--- config.mk ---
export PLATFORM = sky130hd
export DESIGN_NAME = idle_slot_allocator
export DESIGN_NICKNAME = d
export VERILOG_FILES = /design/src/rtl/isa_pkg.sv /design/src/rtl/isa_front.sv /design/src/rtl/isa_queue.sv /design/src/rtl/isa_back.sv /design/src/rtl/idle_slot_allocator.sv
export SDC_FILE = /design/constraint.sdc
export NUM_CORES = 2
export LEC_CHECK = 0
export BUFFER_PORTS_ARGS = -buffer_cell sky130_fd_sc_hd__clkbuf_2
export CAP_MARGIN = 20
export CELL_PAD_IN_SITES_DETAIL_PLACEMENT = 1
export CELL_PAD_IN_SITES_GLOBAL_PLACEMENT = 2
export CORE_MARGIN = 1.5
export CORE_UTILIZATION = 40
export CTS_CLUSTER_DIAMETER = 120
export DETAILED_ROUTE_END_ITERATION = 16
export PLACE_DENSITY_LB_ADDON = 0.1
export SYNTH_ARGS = -nofsm -noshare
export SYNTH_HDL_FRONTEND = slang
export SYNTH_HIERARCHICAL = 1
export SYNTH_SLANG_ARGS = --single-unit
--- constraint.sdc ---
create_clock -name i_clk -period 5 [get_ports i_clk]
set_clock_uncertainty 0.1 [all_clocks]
set_input_delay 0.5 -clock i_clk [delete_from_list [all_inputs] [get_ports i_clk]]
set_output_delay 0.5 -clock i_clk [all_outputs]
set_load 0.01 [all_outputs]
--- src/rtl/isa_pkg.sv ---
`timescale 1ns / 1ps
`default_nettype none

package isa_pkg;

    localparam logic KIND_UPDATE = 1'b0;
    localparam logic KIND_FIND   = 1'b1;

    localparam int CFG_IDX_W = 2;
    localparam logic [CFG_IDX_W-1:0] CFG_MIN_IDLE = 2'd0;
    localparam logic [CFG_IDX_W-1:0] CFG_START    = 2'd1;

    localparam logic [31:0] RESET_MIN_IDLE = 32'd10000;
    localparam logic [5:0]  RESET_START    = 6'd0;

    // one queued command; word carries the stamp of an update or the time of a find
    typedef struct packed {
        logic        kind;
        logic [5:0]  slot;
        logic        busy;
        logic        held;
        logic [31:0] word;
    } t_cmd;

    typedef struct packed {
        logic [31:0] min_idle;
        logic [5:0]  start;
    } t_cfg;

endpackage

`default_nettype wire

--- src/rtl/isa_front.sv ---
`timescale 1ns / 1ps
`default_nettype none

module isa_front
    import isa_pkg::*;
#(
    parameter int SLOTS = 64
) (
    input  wire logic                 i_clk,
    input  wire logic                 i_rst_n,
    input  wire logic                 start,
    output logic                      busy,
    input  wire logic                 i_kind,
    input  wire logic [5:0]           i_slot,
    input  wire logic                 i_in_use,
    input  wire logic                 i_allocated,
    input  wire logic [31:0]          i_stamp,
    input  wire logic [31:0]          i_now_ticks,
    input  wire logic                 i_cfg_valid,
    output logic                      o_cfg_ready,
    input  wire logic [CFG_IDX_W-1:0] i_cfg_index,
    input  wire logic [31:0]          i_cfg_data,
    input  wire logic                 i_full,
    output logic                      o_push,
    output t_cmd                      o_cmd,
    output t_cfg                      o_cfg
);

    logic [31:0] r_min_idle;
    logic [5:0]  r_start;
    logic        slot_ok;
    logic        start_ok;

    always_ff @(posedge i_clk) begin
        if (!i_rst_n) begin
            r_min_idle <= RESET_MIN_IDLE;
            r_start    <= RESET_START;
        end else if (i_cfg_valid) begin
            case (i_cfg_index)
                CFG_MIN_IDLE: r_min_idle <= i_cfg_data;
                CFG_START:    r_start    <= i_cfg_data[5:0];
                default:      ;
            endcase
        end
    end

    // hold off register writes while in reset
    assign o_cfg_ready = i_rst_n;

    // drop updates that name a slot past the table
    assign slot_ok  = {7'd0, i_slot} < 13'(SLOTS);
    assign start_ok = {7'd0, r_start} < 13'(SLOTS);

    // hold off commands while in reset or while the queue is full
    assign busy   = i_full || !i_rst_n;
    assign o_push = start && !busy && (i_kind == KIND_FIND || slot_ok);

    always_comb begin
        o_cmd.kind = i_kind;
        o_cmd.slot = i_slot;
        o_cmd.busy = i_in_use;
        o_cmd.held = i_allocated;
        o_cmd.word = (i_kind == KIND_FIND) ? i_now_ticks : i_stamp;
    end

    assign o_cfg.min_idle = r_min_idle;
    assign o_cfg.start    = start_ok ? r_start : 6'd0;

endmodule

`default_nettype wire

--- src/rtl/isa_queue.sv ---
`timescale 1ns / 1ps
`default_nettype none

module isa_queue
    import isa_pkg::*;
(
    input  wire logic i_clk,
    input  wire logic i_rst_n,
    input  wire logic i_push,
    input  wire t_cmd i_cmd,
    input  wire logic i_pop,
    output t_cmd      o_cmd,
    output logic      o_empty,
    output logic      o_full
);

    t_cmd       r_entry [2];
    logic       r_wr_ptr;
    logic       r_rd_ptr;
    logic [1:0] r_count;

    always_ff @(posedge i_clk) begin
        if (i_push) begin
            r_entry[r_wr_ptr] <= i_cmd;
        end
    end

    always_ff @(posedge i_clk) begin
        if (!i_rst_n) begin
            r_wr_ptr <= 1'b0;
            r_rd_ptr <= 1'b0;
            r_count  <= 2'd0;
        end else begin
            if (i_push) begin
                r_wr_ptr <= ~r_wr_ptr;
            end
            if (i_pop) begin
                r_rd_ptr <= ~r_rd_ptr;
            end
            case ({i_push, i_pop})
                2'b10:   r_count <= r_count + 2'd1;
                2'b01:   r_count <= r_count - 2'd1;
                default: ;
            endcase
        end
    end

    assign o_cmd   = r_entry[r_rd_ptr];
    assign o_empty = (r_count == 2'd0);
    assign o_full  = (r_count == 2'd2);

endmodule

`default_nettype wire

--- src/rtl/isa_back.sv ---
`timescale 1ns / 1ps
`default_nettype none

module isa_back
    import isa_pkg::*;
#(
    parameter int SLOTS = 64
) (
    input  wire logic       i_clk,
    input  wire logic       i_rst_n,
    input  wire logic       i_empty,
    input  wire t_cmd       i_cmd,
    output logic            o_pop,
    input  wire t_cfg       i_cfg,
    output logic            o_done,
    output logic            o_found,
    output logic [5:0]      o_chosen_slot,
    output logic            o_by_idle
);

    // only slots 0..63 can be written; slots past that read as free and unheld
    localparam int NFLAG = (SLOTS < 64) ? SLOTS : 64;
    localparam int NW    = $clog2(NFLAG);
    localparam int SW    = $clog2(SLOTS);

    typedef enum logic [1:0] {ST_IDLE, ST_SCAN, ST_DRAIN, ST_DONE} t_state;

    t_state          r_state;
    logic [NFLAG-1:0] r_busy_flags;
    logic [NFLAG-1:0] r_held_flags;
    logic [31:0]     r_stamps [NFLAG];
    logic [31:0]     r_rdata;
    logic [SW-1:0]   r_idx;
    logic [31:0]     r_now;
    logic            r_p_valid;
    logic            r_p_busy;
    logic            r_p_held;
    logic [5:0]      r_p_slot;
    logic            r_p_ge;
    logic            r_have;
    logic [31:0]     r_best_idle;
    logic [5:0]      r_best_slot;
    logic            r_ge_have;
    logic [5:0]      r_ge_slot;
    logic            r_any_have;
    logic [5:0]      r_any_slot;
    logic            r_done;
    logic            r_found;
    logic [5:0]      r_chosen;
    logic            r_by_idle;

    logic            do_update;
    logic [NW-1:0]   wr_addr;
    logic [NW-1:0]   rd_addr;
    logic            idx_in_table;
    logic [SW-1:0]   start_idx;
    logic [31:0]     idle;
    logic            cand;
    logic            free;

    assign o_pop     = (r_state == ST_IDLE) && !i_empty;
    assign do_update = o_pop && (i_cmd.kind == KIND_UPDATE);
    assign wr_addr   = NW'(i_cmd.slot);
    assign rd_addr   = NW'(r_idx);
    assign start_idx = SW'({{SW{1'b0}}, i_cfg.start});

    assign idx_in_table = {1'b0, r_idx} < (SW+1)'(NFLAG);

    // stage two: score the slot whose stamp was read last cycle
    assign idle = r_now - r_rdata;
    assign cand = r_p_valid && !r_p_busy && r_p_held
                  && (idle > i_cfg.min_idle) && (idle > r_best_idle);
    assign free = r_p_valid && !r_p_busy;

    always_ff @(posedge i_clk) begin
        if (do_update) begin
            r_stamps[wr_addr] <= i_cmd.word;
        end
        r_rdata <= r_stamps[rd_addr];
    end

    always_ff @(posedge i_clk) begin
        if (!i_rst_n) begin
            r_state      <= ST_IDLE;
            r_busy_flags <= '0;
            r_held_flags <= '0;
            r_p_valid    <= 1'b0;
            r_done       <= 1'b0;
        end else begin
            r_done    <= 1'b0;
            r_p_valid <= 1'b0;

            if (cand) begin
                r_have      <= 1'b1;
                r_best_idle <= idle;
                r_best_slot <= r_p_slot;
            end
            if (free && !r_any_have) begin
                r_any_have <= 1'b1;
                r_any_slot <= r_p_slot;
            end
            if (free && r_p_ge && !r_ge_have) begin
                r_ge_have <= 1'b1;
                r_ge_slot <= r_p_slot;
            end

            case (r_state)
                ST_IDLE: begin
                    if (do_update) begin
                        r_busy_flags[wr_addr] <= i_cmd.busy;
                        r_held_flags[wr_addr] <= i_cmd.held;
                    end else if (o_pop) begin
                        r_now       <= i_cmd.word;
                        r_idx       <= '0;
                        r_have      <= 1'b0;
                        r_best_idle <= '0;
                        r_ge_have   <= 1'b0;
                        r_any_have  <= 1'b0;
                        r_state     <= ST_SCAN;
                    end
                end
                ST_SCAN: begin
                    // stage one: fetch flags now, stamp arrives next cycle
                    r_p_valid <= 1'b1;
                    r_p_busy  <= idx_in_table && r_busy_flags[rd_addr];
                    r_p_held  <= idx_in_table && r_held_flags[rd_addr];
                    r_p_slot  <= 6'({{6{1'b0}}, r_idx});
                    r_p_ge    <= r_idx >= start_idx;
                    r_idx     <= r_idx + 1'b1;
                    if (r_idx == SW'(SLOTS - 1)) begin
                        r_state <= ST_DRAIN;
                    end
                end
                ST_DRAIN: begin
                    r_state <= ST_DONE;
                end
                ST_DONE: begin
                    r_done    <= 1'b1;
                    r_found   <= r_have || r_ge_have || r_any_have;
                    r_by_idle <= r_have;
                    if (r_have) begin
                        r_chosen <= r_best_slot;
                    end else if (r_ge_have) begin
                        r_chosen <= r_ge_slot;
                    end else if (r_any_have) begin
                        r_chosen <= r_any_slot;
                    end else begin
                        r_chosen <= 6'd0;
                    end
                    r_state <= ST_IDLE;
                end
                default: r_state <= ST_IDLE;
            endcase
        end
    end

    assign o_done        = r_done;
    assign o_found       = r_found;
    assign o_chosen_slot = r_chosen;
    assign o_by_idle     = r_by_idle;

endmodule

`default_nettype wire

--- src/rtl/idle_slot_allocator.sv ---
`timescale 1ns / 1ps
`default_nettype none

// channel   | handshake                  | word
// ----------+----------------------------+------------------------------------------
// command   | start / busy               | i_kind i_slot i_in_use i_allocated
//           |                            | i_stamp i_now_ticks
// result    | o_done (one-cycle strobe)  | o_found o_chosen_slot o_by_idle
// config    | i_cfg_valid / o_cfg_ready  | i_cfg_index i_cfg_data
//
// An update is done in the executor's idle state; a find steps through the scan,
// drain and done states, its scan reading one stamp per cycle from the table.
// A two-word queue sits between the command port and the executor, so busy
// rises when two words wait behind the one in progress, and also in reset.
// Reset (synchronous, active low) clears all flags, the queue and the
// registers to their defaults; stamps are left as they are.
// Results cannot be stalled: each one shows for exactly one cycle.

module idle_slot_allocator
    import isa_pkg::*;
#(
    parameter int SLOTS = 64
) (
    input  wire logic                 i_clk,
    input  wire logic                 i_rst_n,
    input  wire logic                 start,
    output logic                      busy,
    input  wire logic                 i_kind,
    input  wire logic [5:0]           i_slot,
    input  wire logic                 i_in_use,
    input  wire logic                 i_allocated,
    input  wire logic [31:0]          i_stamp,
    input  wire logic [31:0]          i_now_ticks,
    input  wire logic                 i_cfg_valid,
    output logic                      o_cfg_ready,
    input  wire logic [CFG_IDX_W-1:0] i_cfg_index,
    input  wire logic [31:0]          i_cfg_data,
    output logic                      o_done,
    output logic                      o_found,
    output logic [5:0]                o_chosen_slot,
    output logic                      o_by_idle
);

    logic push;
    logic pop;
    logic full;
    logic empty;
    t_cmd cmd_in;
    t_cmd cmd_out;
    t_cfg cfg;

    // front: hold config, drop out-of-range updates, pack the word
    isa_front #(
        .SLOTS (SLOTS)
    ) u_front (
        .i_clk       (i_clk),
        .i_rst_n     (i_rst_n),
        .start       (start),
        .busy        (busy),
        .i_kind      (i_kind),
        .i_slot      (i_slot),
        .i_in_use    (i_in_use),
        .i_allocated (i_allocated),
        .i_stamp     (i_stamp),
        .i_now_ticks (i_now_ticks),
        .i_cfg_valid (i_cfg_valid),
        .o_cfg_ready (o_cfg_ready),
        .i_cfg_index (i_cfg_index),
        .i_cfg_data  (i_cfg_data),
        .i_full      (full),
        .o_push      (push),
        .o_cmd       (cmd_in),
        .o_cfg       (cfg)
    );

    // queue: keep command order between front and executor
    isa_queue u_queue (
        .i_clk   (i_clk),
        .i_rst_n (i_rst_n),
        .i_push  (push),
        .i_cmd   (cmd_in),
        .i_pop   (pop),
        .o_cmd   (cmd_out),
        .o_empty (empty),
        .o_full  (full)
    );

    // executor: write slots, scan the table for a find
    isa_back #(
        .SLOTS (SLOTS)
    ) u_back (
        .i_clk         (i_clk),
        .i_rst_n       (i_rst_n),
        .i_empty       (empty),
        .i_cmd         (cmd_out),
        .o_pop         (pop),
        .i_cfg         (cfg),
        .o_done        (o_done),
        .o_found       (o_found),
        .o_chosen_slot (o_chosen_slot),
        .o_by_idle     (o_by_idle)
    );

endmodule

`default_nettype wire
# ---- After elaboration in Yosys (flattened, before gate mapping)
# Memories as Yosys holds them, arrays and structs flattened. A register that Yosys moved wholly into a read port is not among the register bits.
# Cells that the tools add are included.
dict set report word_totals {
  elab_cells 133
  output_inout_bits 11
  regBits 282
  ramBits 2130
  input_bits 111
  memories 2
}
# name depth width rd rd_ports_with_merged_regs wr line_no
set mem_list {}
lappend mem_list {u_back.r_stamps 64 32 1 1 1 isa_back.sv:31} ;# logic [31:0] r_stamps [NFLAG];
lappend mem_list {u_queue.r_entry 2 41 1 1 1 isa_queue.sv:17} ;# t_cmd r_entry [2];
dict set report classes {
  order_cmp 6
  muxes 44
  addsub 4
  bitwise 4
  eq_ne 11
  n_reduce_logical 36
}
# operator count
set ops {}
lappend ops {{32-bit two-way mux} 5}
lappend ops {{64-bit bitwise mux} 2}
lappend ops {{32-bit > comparator} 2}
lappend ops {{32-bit subtractor} 1}
lappend ops {{6-bit two-way mux} 5}
lappend ops {{1-bit two-way mux} 23}
lappend ops {{2-bit AND reduction} 8}
lappend ops {{6-bit by 7-bit < comparator with 1-bit output (second input constant)} 2}
lappend ops {{1-bit binary-select mux with 6-bit select} 2}
lappend ops {{6-bit one-hot mux with 2 select lines} 1}
lappend ops {{1-bit logical AND} 11}
lappend ops {{2-bit equality test (second input constant)} 4}
lappend ops {{2-bit one-hot mux with 4 select lines} 1}
lappend ops {{4-bit AND reduction} 2}
lappend ops {{6-bit by 1-bit adder with 6-bit output (second input constant)} 1}
lappend ops {{1-bit demux with 6-bit select} 1}
lappend ops {{2-bit by 1-bit equality test with 1-bit output (second input constant)} 3}
lappend ops {{6-bit equality test (second input constant)} 1}
lappend ops {{6-bit by 1-bit >= comparator with 1-bit output (second input constant)} 1}
lappend ops {{6-bit >= comparator} 1}
lappend ops {{1-bit logical NOT} 6}
lappend ops {{2-bit logical NOT} 3}
lappend ops {{2-bit two-way mux} 3}
lappend ops {{2-bit by 1-bit inequality test with 1-bit output (second input constant)} 2}
lappend ops {{other kinds (8)} 14}

# ---- Longest topological paths before layout
dict set report logic_depth {
  depth_word 9
  depth_mapped 22
  ltp_nobuf 20
}

# ---- Modules after synthesis
# The synthesis kept the hierarchy.
# mod area_each_um2 cells_each seq_area_each_um2 n_inst
set by_module_without_submodules {}
lappend by_module_without_submodules {isa_back 91803.0 4393 68025.2 1}
lappend by_module_without_submodules {isa_queue 3164.3 150 2562.5 1}
lappend by_module_without_submodules {isa_front 1991.9 208 760.7 1}

# ---- Worst setup path before layout
# No wires, ideal clock.
dict set report synth_path {
  path_type {reg2reg}
  from {reg u_back.r_rdata[1], read port of u_back.r_stamps}
  to {reg u_back.r_best_slot[0] (enable)}
  period_less_slack_ns 4.758
  stages_incl_launch_ff 20
  path_buffers 2
  setup_time_ns 0.377
  arrival_time_ns 4.282
  path_slack_ns 0.242
  path_cell_list {dfxtp_1 inv_1 ha_1 nor2b_1 o2111ai_1 a2111oi_2 o311ai_2 o211ai_1 a21o_1 a21o_1 xor2_1 ha_1 nand4_1 nor4_1 and4b_1 a211oi_1 a31o_1 buf_2 clkbuf_1 nor3_1}
}
dict set report synth_via {
  elab_chain_len 5
}
# item line_no
set synth_lines {}
lappend synth_lines {{start, declared} isa_back.sv:32} ;# logic [31:0] r_rdata;
lappend synth_lines {{32-bit subtractor (*)} isa_back.sv:70} ;# assign idle = r_now - r_rdata;
lappend synth_lines {{32-bit > comparator} isa_back.sv:72} ;# && (idle > i_cfg.min_idle) && (idle > r_best_idle);
lappend synth_lines {{1-bit logical AND} isa_back.sv:72}
lappend synth_lines {{1-bit logical AND (*)} isa_back.sv:72}
lappend synth_lines {{2-bit AND reduction (no source line) (*)} n/a}
lappend synth_lines {{end signal, assigned} isa_back.sv:96} ;# r_best_slot <= r_p_slot;
lappend synth_lines {{end, declared} isa_back.sv:42} ;# logic [5:0] r_best_slot;
# Mark *: on every way between the ends. The rest lies on a longest branch, timed or not.
# A chain may end at the register's enable or synchronous reset.

# ---- Worst setup path in the final report
dict set report layout_path {
  from {reg u_back.r_now[1]}
  to {reg u_back.r_best_slot[4] (enable)}
}
dict set report layout_via {
  elab_chain_len 5
}
# item line_no
set layout_lines {}
lappend layout_lines {{start, declared} isa_back.sv:34} ;# logic [31:0] r_now;
lappend layout_lines {{start signal, assigned} isa_back.sv:113} ;# r_now <= i_cmd.word;
lappend layout_lines {{32-bit subtractor (*)} isa_back.sv:70}
lappend layout_lines {{32-bit > comparator} isa_back.sv:72}
lappend layout_lines {{1-bit logical AND} isa_back.sv:72}
lappend layout_lines {{1-bit logical AND (*)} isa_back.sv:72}
lappend layout_lines {{2-bit AND reduction (no source line) (*)} n/a}
# Marked as above.

==> impl_summary.txt <==
----------------------------------------------------
[Status]
  Run status ... finished, final reports clean

[Detailed routing]
  WL/cell ... approximately 31 um
  DRT Pass-1 Iters ... 5
  Violation count after the first detailed-routing iteration ... 4,197
  Count of unresolved DRC violations after routing ... 0
  Via total after detailed routing ... 48,825
  Antenna-violating nets left ... 0
  Vias per Instance ... 5.62
  Detailed-route wire length ... 273,000 um

[Synthesis]
  Dominant cells by area after synthesis ... sky130_fd_sc_hd__edfxtp_1 69%, sky130_fd_sc_hd__mux4_2 17%, sky130_fd_sc_hd__dfxtp_1 4.3%
  Avg Inst Size Synth ... 20.4 um2
  Total nets after synthesis ... 4,970
  Synth warnings ... 6
  Area of the mapped netlist ... a little under 100,000 um2
  Area share of xor/xnor cells in the synthesized design ... 0.316%
  Share of the synthesized area in the top cell type ... 69.3%
  Basic-gate share of the synthesized area counting and, or, nand and nor cells ... under 10%
  Flip-flop and latch count after synthesis ... 2,445
  EDFF count, synth ... 2,238
  Area fraction in compound gates after synthesis ... about 2.1%
  Synth cell types ... 73
  Main combinational cell family by area after synthesis ... multiplexers
  Adder-cell share of the synthesized area ... approximately 1.4%
  Dominant register cell in the synthesized netlist ... sky130_fd_sc_hd__edfxtp_1
  Number of standard cells after synthesis ... 4,751
  Share of cell area taken by muxes after synthesis ... about 18%
  Sequential cell area fraction in the yosys report ... about three quarters
  Synth area leader ... sky130_fd_sc_hd__edfxtp_1
  Async S/R FF share, synth ... 0%

[Power and ir drop]
  Psw ... 14.9 mW
  Switching portion of total power ... between 20% and 30%
  Combinational group share of total power ... approximately a fifth
  Relative contribution of the clock network to total power ... a little under two fifths
  Cell area power density ... roughly 480 nW/um2
  Total power after layout ... 54.7 mW
  Internal Power ... 39.8 mW
  Leakage power of the design ... 36.9 nW
  Proportion of power drawn by flip-flops and latches ... 43.7%
  IR Drop Worst-Case VDD ... 0.000438 V

[Floorplanning]
  Height of the chip ... slightly below 500 um
  Die Area ... 245,000 um2
  Die width ... 495 um
  Area of the core ... 241,000 um2
  Starting Density ... 40.3%
  I/O pin cnt ... 122
  Site row count ... 180

[Final layout]
  Area of the multi-input gates ... 24,400 um2
  Final nets ... 5,513
  Most frequent cells in the layout ... 2,238 x sky130_fd_sc_hd__edfxtp_1, 714 x sky130_fd_sc_hd__mux4_2, 293 x sky130_fd_sc_hd__clkbuf_16
  Synth-to-layout area growth ... 17.8%
  Commonest non-fill, non-tap cell in the layout ... sky130_fd_sc_hd__edfxtp_1
  FF+latch area ... slightly above 70,000 um2
  Non-Filler Instances ... 8,681
  Share of final-layout standard cells stronger than drive strength 1 ... 30.4%
  Number of inserted filler cells in the final layout ... between 20,000 and 25,000

[Critical path]
  Required time worst endpoint ... 5510 ps
  Setup crit end kind ... flip-flop
  Top fanout value on the critical path ... 6
  Critical path launch point type ... flip-flop
  Worst setup path category ... reg2reg
  Worst path arrival time ... around 5300 ps

[Run]
  Number of maximum-capacitance constraint violations ... 0

[STA]
  Number of failing hold endpoints at the final stage ... 0
  Worst hold slack across all endpoints ... between 200 and 250 ps
  Transition time of the tightest slew-check pin ... 1120 ps
  Share of the clock period used by the worst path ... 95.9%
  Peak Freq ... 0.209 GHz
  PnR worst setup slack ... about 210 ps
  Headroom to the max-slew limit ... 25.5%
  Minimum clock period after layout ... between 4000 and 5000 ps
  Count of endpoints failing setup in the final report ... 0
  Number of max-slew violations in the final report ... 0
  Setup repair after global routing missed its margin ... yes

[CTS]
  Total CTS buffers ... between 200 and 300
  H-tree level count ... 5
  Clock-pin slew reported for the worst setup and hold paths after clock tree synthesis ... 60 ps
  CTS tree ... done
  Cell chosen for the clock root ... sky130_fd_sc_hd__clkbuf_16
  Buffer depth of the longest clock path ... 4
  Skew-Pair Late Insertion Delay ... 920 ps
  Total clock sinks ... 2,445

[Global route]
  Maximum number of pins on one net before global-route repair ... about 110
  First-pass GRT wire length ... 391,000 um
  Number of global-route vias before repair ... between 50,000 and 60,000
  Total congestion overflow ... 0
  Antenna violations before repair ... 22
  Overall fraction of global-route tracks in use ... 22.5%

[Placement]
  Half-perimeter wire length after detailed placement ... 166,000 um
  Setup WS pre-CTS ... -59.4 ps
  Total placed cells including tap cells ... 8,075
  Port Buffer Count ... 121
  Final Wtd Congestion ... 0.784

[Worst hold path]
  Class of the worst hold path ... in2reg

----------------------------------------------------
## cells in the mapped netlist, drive strengths merged, types with 6 or more instances
cell       n
nor2     131
nand3     19
clkbuf   146
inv      140
and3       8
nand3b     6
nand4     15
nor3      14
xnor2     22
a31oi      9
a21o      28
mux2      73
dfxtp    207
nand2b     7
mux2i     87
and2      20
ha       107
nand2    286
buf      105
mux4     714
nor2b     12
o211ai    10
a211oi     9
o21ai     94
xor2      13
edfxtp  2238
a21oi    152
## through the flow
stage	utilization [%]	setup TNS (ps)	cell area, um2
2_1_floorplan	-	0	97000
3_3_place_gp	43.2	-61.9	104000
3_5_place_dp	43.2	-752	104000
4_1_cts	47.3	0	114000
5_1_grt	47.4	-1550	114000
6_report	47.5	0	114000
## power by group through the flow
stage / registers, mW / logic [mW] / clock network, mW
CTS: 23.9 / 10.7 / 20.6
global placement: 24.3 / 10.4 / 0
finish: 23.9 / 10.6 / 20.2
detailed placement: 24.3 / 10.5 / 0
global route: 23.9 / 11.5 / 21.3
floorplan: 24.2 / 6.22 / 0
## final timing paths
| check | end | cells after the start | slack, ps | start |
|---|---|---|---|---|
| worst max-delay path | u_back/r_best_slot[4]$_DFFE_PP_ | 19 | 210 | u_back/r_now[1]$_DFFE_PP_ |
| worst min-delay path | u_queue/r_entry[0][38]$_DFFE_PP_ | 2 | 220 | i_slot[4] |
| worst max register to register | u_back/r_best_slot[4]$_DFFE_PP_ | 19 | 210 | u_back/r_now[1]$_DFFE_PP_ |
| worst min register to register | u_back/r_held_flags[0]$_SDFFE_PN0P_ | 2 | 360 | u_back/r_held_flags[0]$_SDFFE_PN0P_ |
## area by class of cell
class	instances	share of cell area, %
flip-flops and latches	2445	62.4
clock inverters	124	1.12
clock buffers	352	6.62
multi-input cells	1915	21.4
repair buffers	508	4.44
diodes	12	0.0263
inverters	140	0.462
well taps	3185	3.49
## cells by family after synthesis
family | count (synthesis)
compound gates | 346
buf+inv | 391
mux | 874
simple gates | 552
xor+xnor | 35
flops | 2445
fa+ha+maj | 108
## worst max-delay path, stage by stage, from the launching register on
cell                        delay (ps)
sky130_fd_sc_hd__edfxtp_1          400
sky130_fd_sc_hd__ha_1              300
sky130_fd_sc_hd__nor2b_4           160
sky130_fd_sc_hd__o2111ai_4         140
sky130_fd_sc_hd__a2111oi_4         480
sky130_fd_sc_hd__o311ai_4          180
sky130_fd_sc_hd__o211ai_1          300
sky130_fd_sc_hd__a21o_1            190
sky130_fd_sc_hd__a21o_1            170
sky130_fd_sc_hd__xor2_2             90
sky130_fd_sc_hd__ha_1              320
sky130_fd_sc_hd__nand4_1           130
sky130_fd_sc_hd__nor4_2            330
sky130_fd_sc_hd__buf_4             180
sky130_fd_sc_hd__and4b_1           180
sky130_fd_sc_hd__a211oi_1           50
sky130_fd_sc_hd__a31o_1            240
sky130_fd_sc_hd__buf_6             160
sky130_fd_sc_hd__nor3_1            200
sky130_fd_sc_hd__buf_4             220
## registers in the layout (all words and copies together) (netlist names), 2 cells and up, named ones only
signal and cells:
u_front/r_start 6, u_back/r_stamps 2048, u_back/r_p_slot 6, u_queue/r_count 2, u_back/r_state 2, u_back/r_now 32, u_back/r_ge_slot 6, u_back/r_any_slot 6
u_back/r_busy_flags 64, u_back/r_held_flags 64, u_back/o_chosen_slot 6, u_back/r_rdata 32, u_front/r_min_idle 32, u_back/r_best_idle 32, u_back/r_best_slot 6, u_back/r_idx 6
u_queue/r_entry 82
## layer usage
metal  wire [um]  vias up  GRT usage, %
li1            -    20518             -
met1      119000    26747          31.3
met2      136000     1204          37.7
met3       12900      356          2.91
met4        5610        0          5.11
met5           0        -             0
## what timing repair did
action / CTS / global route
hold buffers: 109 / 0
endpoints found under the setup margin: 27 / 39
gates resized for setup: 3 / 36
pin swaps: 0 / 11
gates cloned: 0 / 1
endpoints found under the hold margin: 124 / 0
buffers inserted: 0 / 7
No activity file was read; power rests on OpenSTA's default activity.
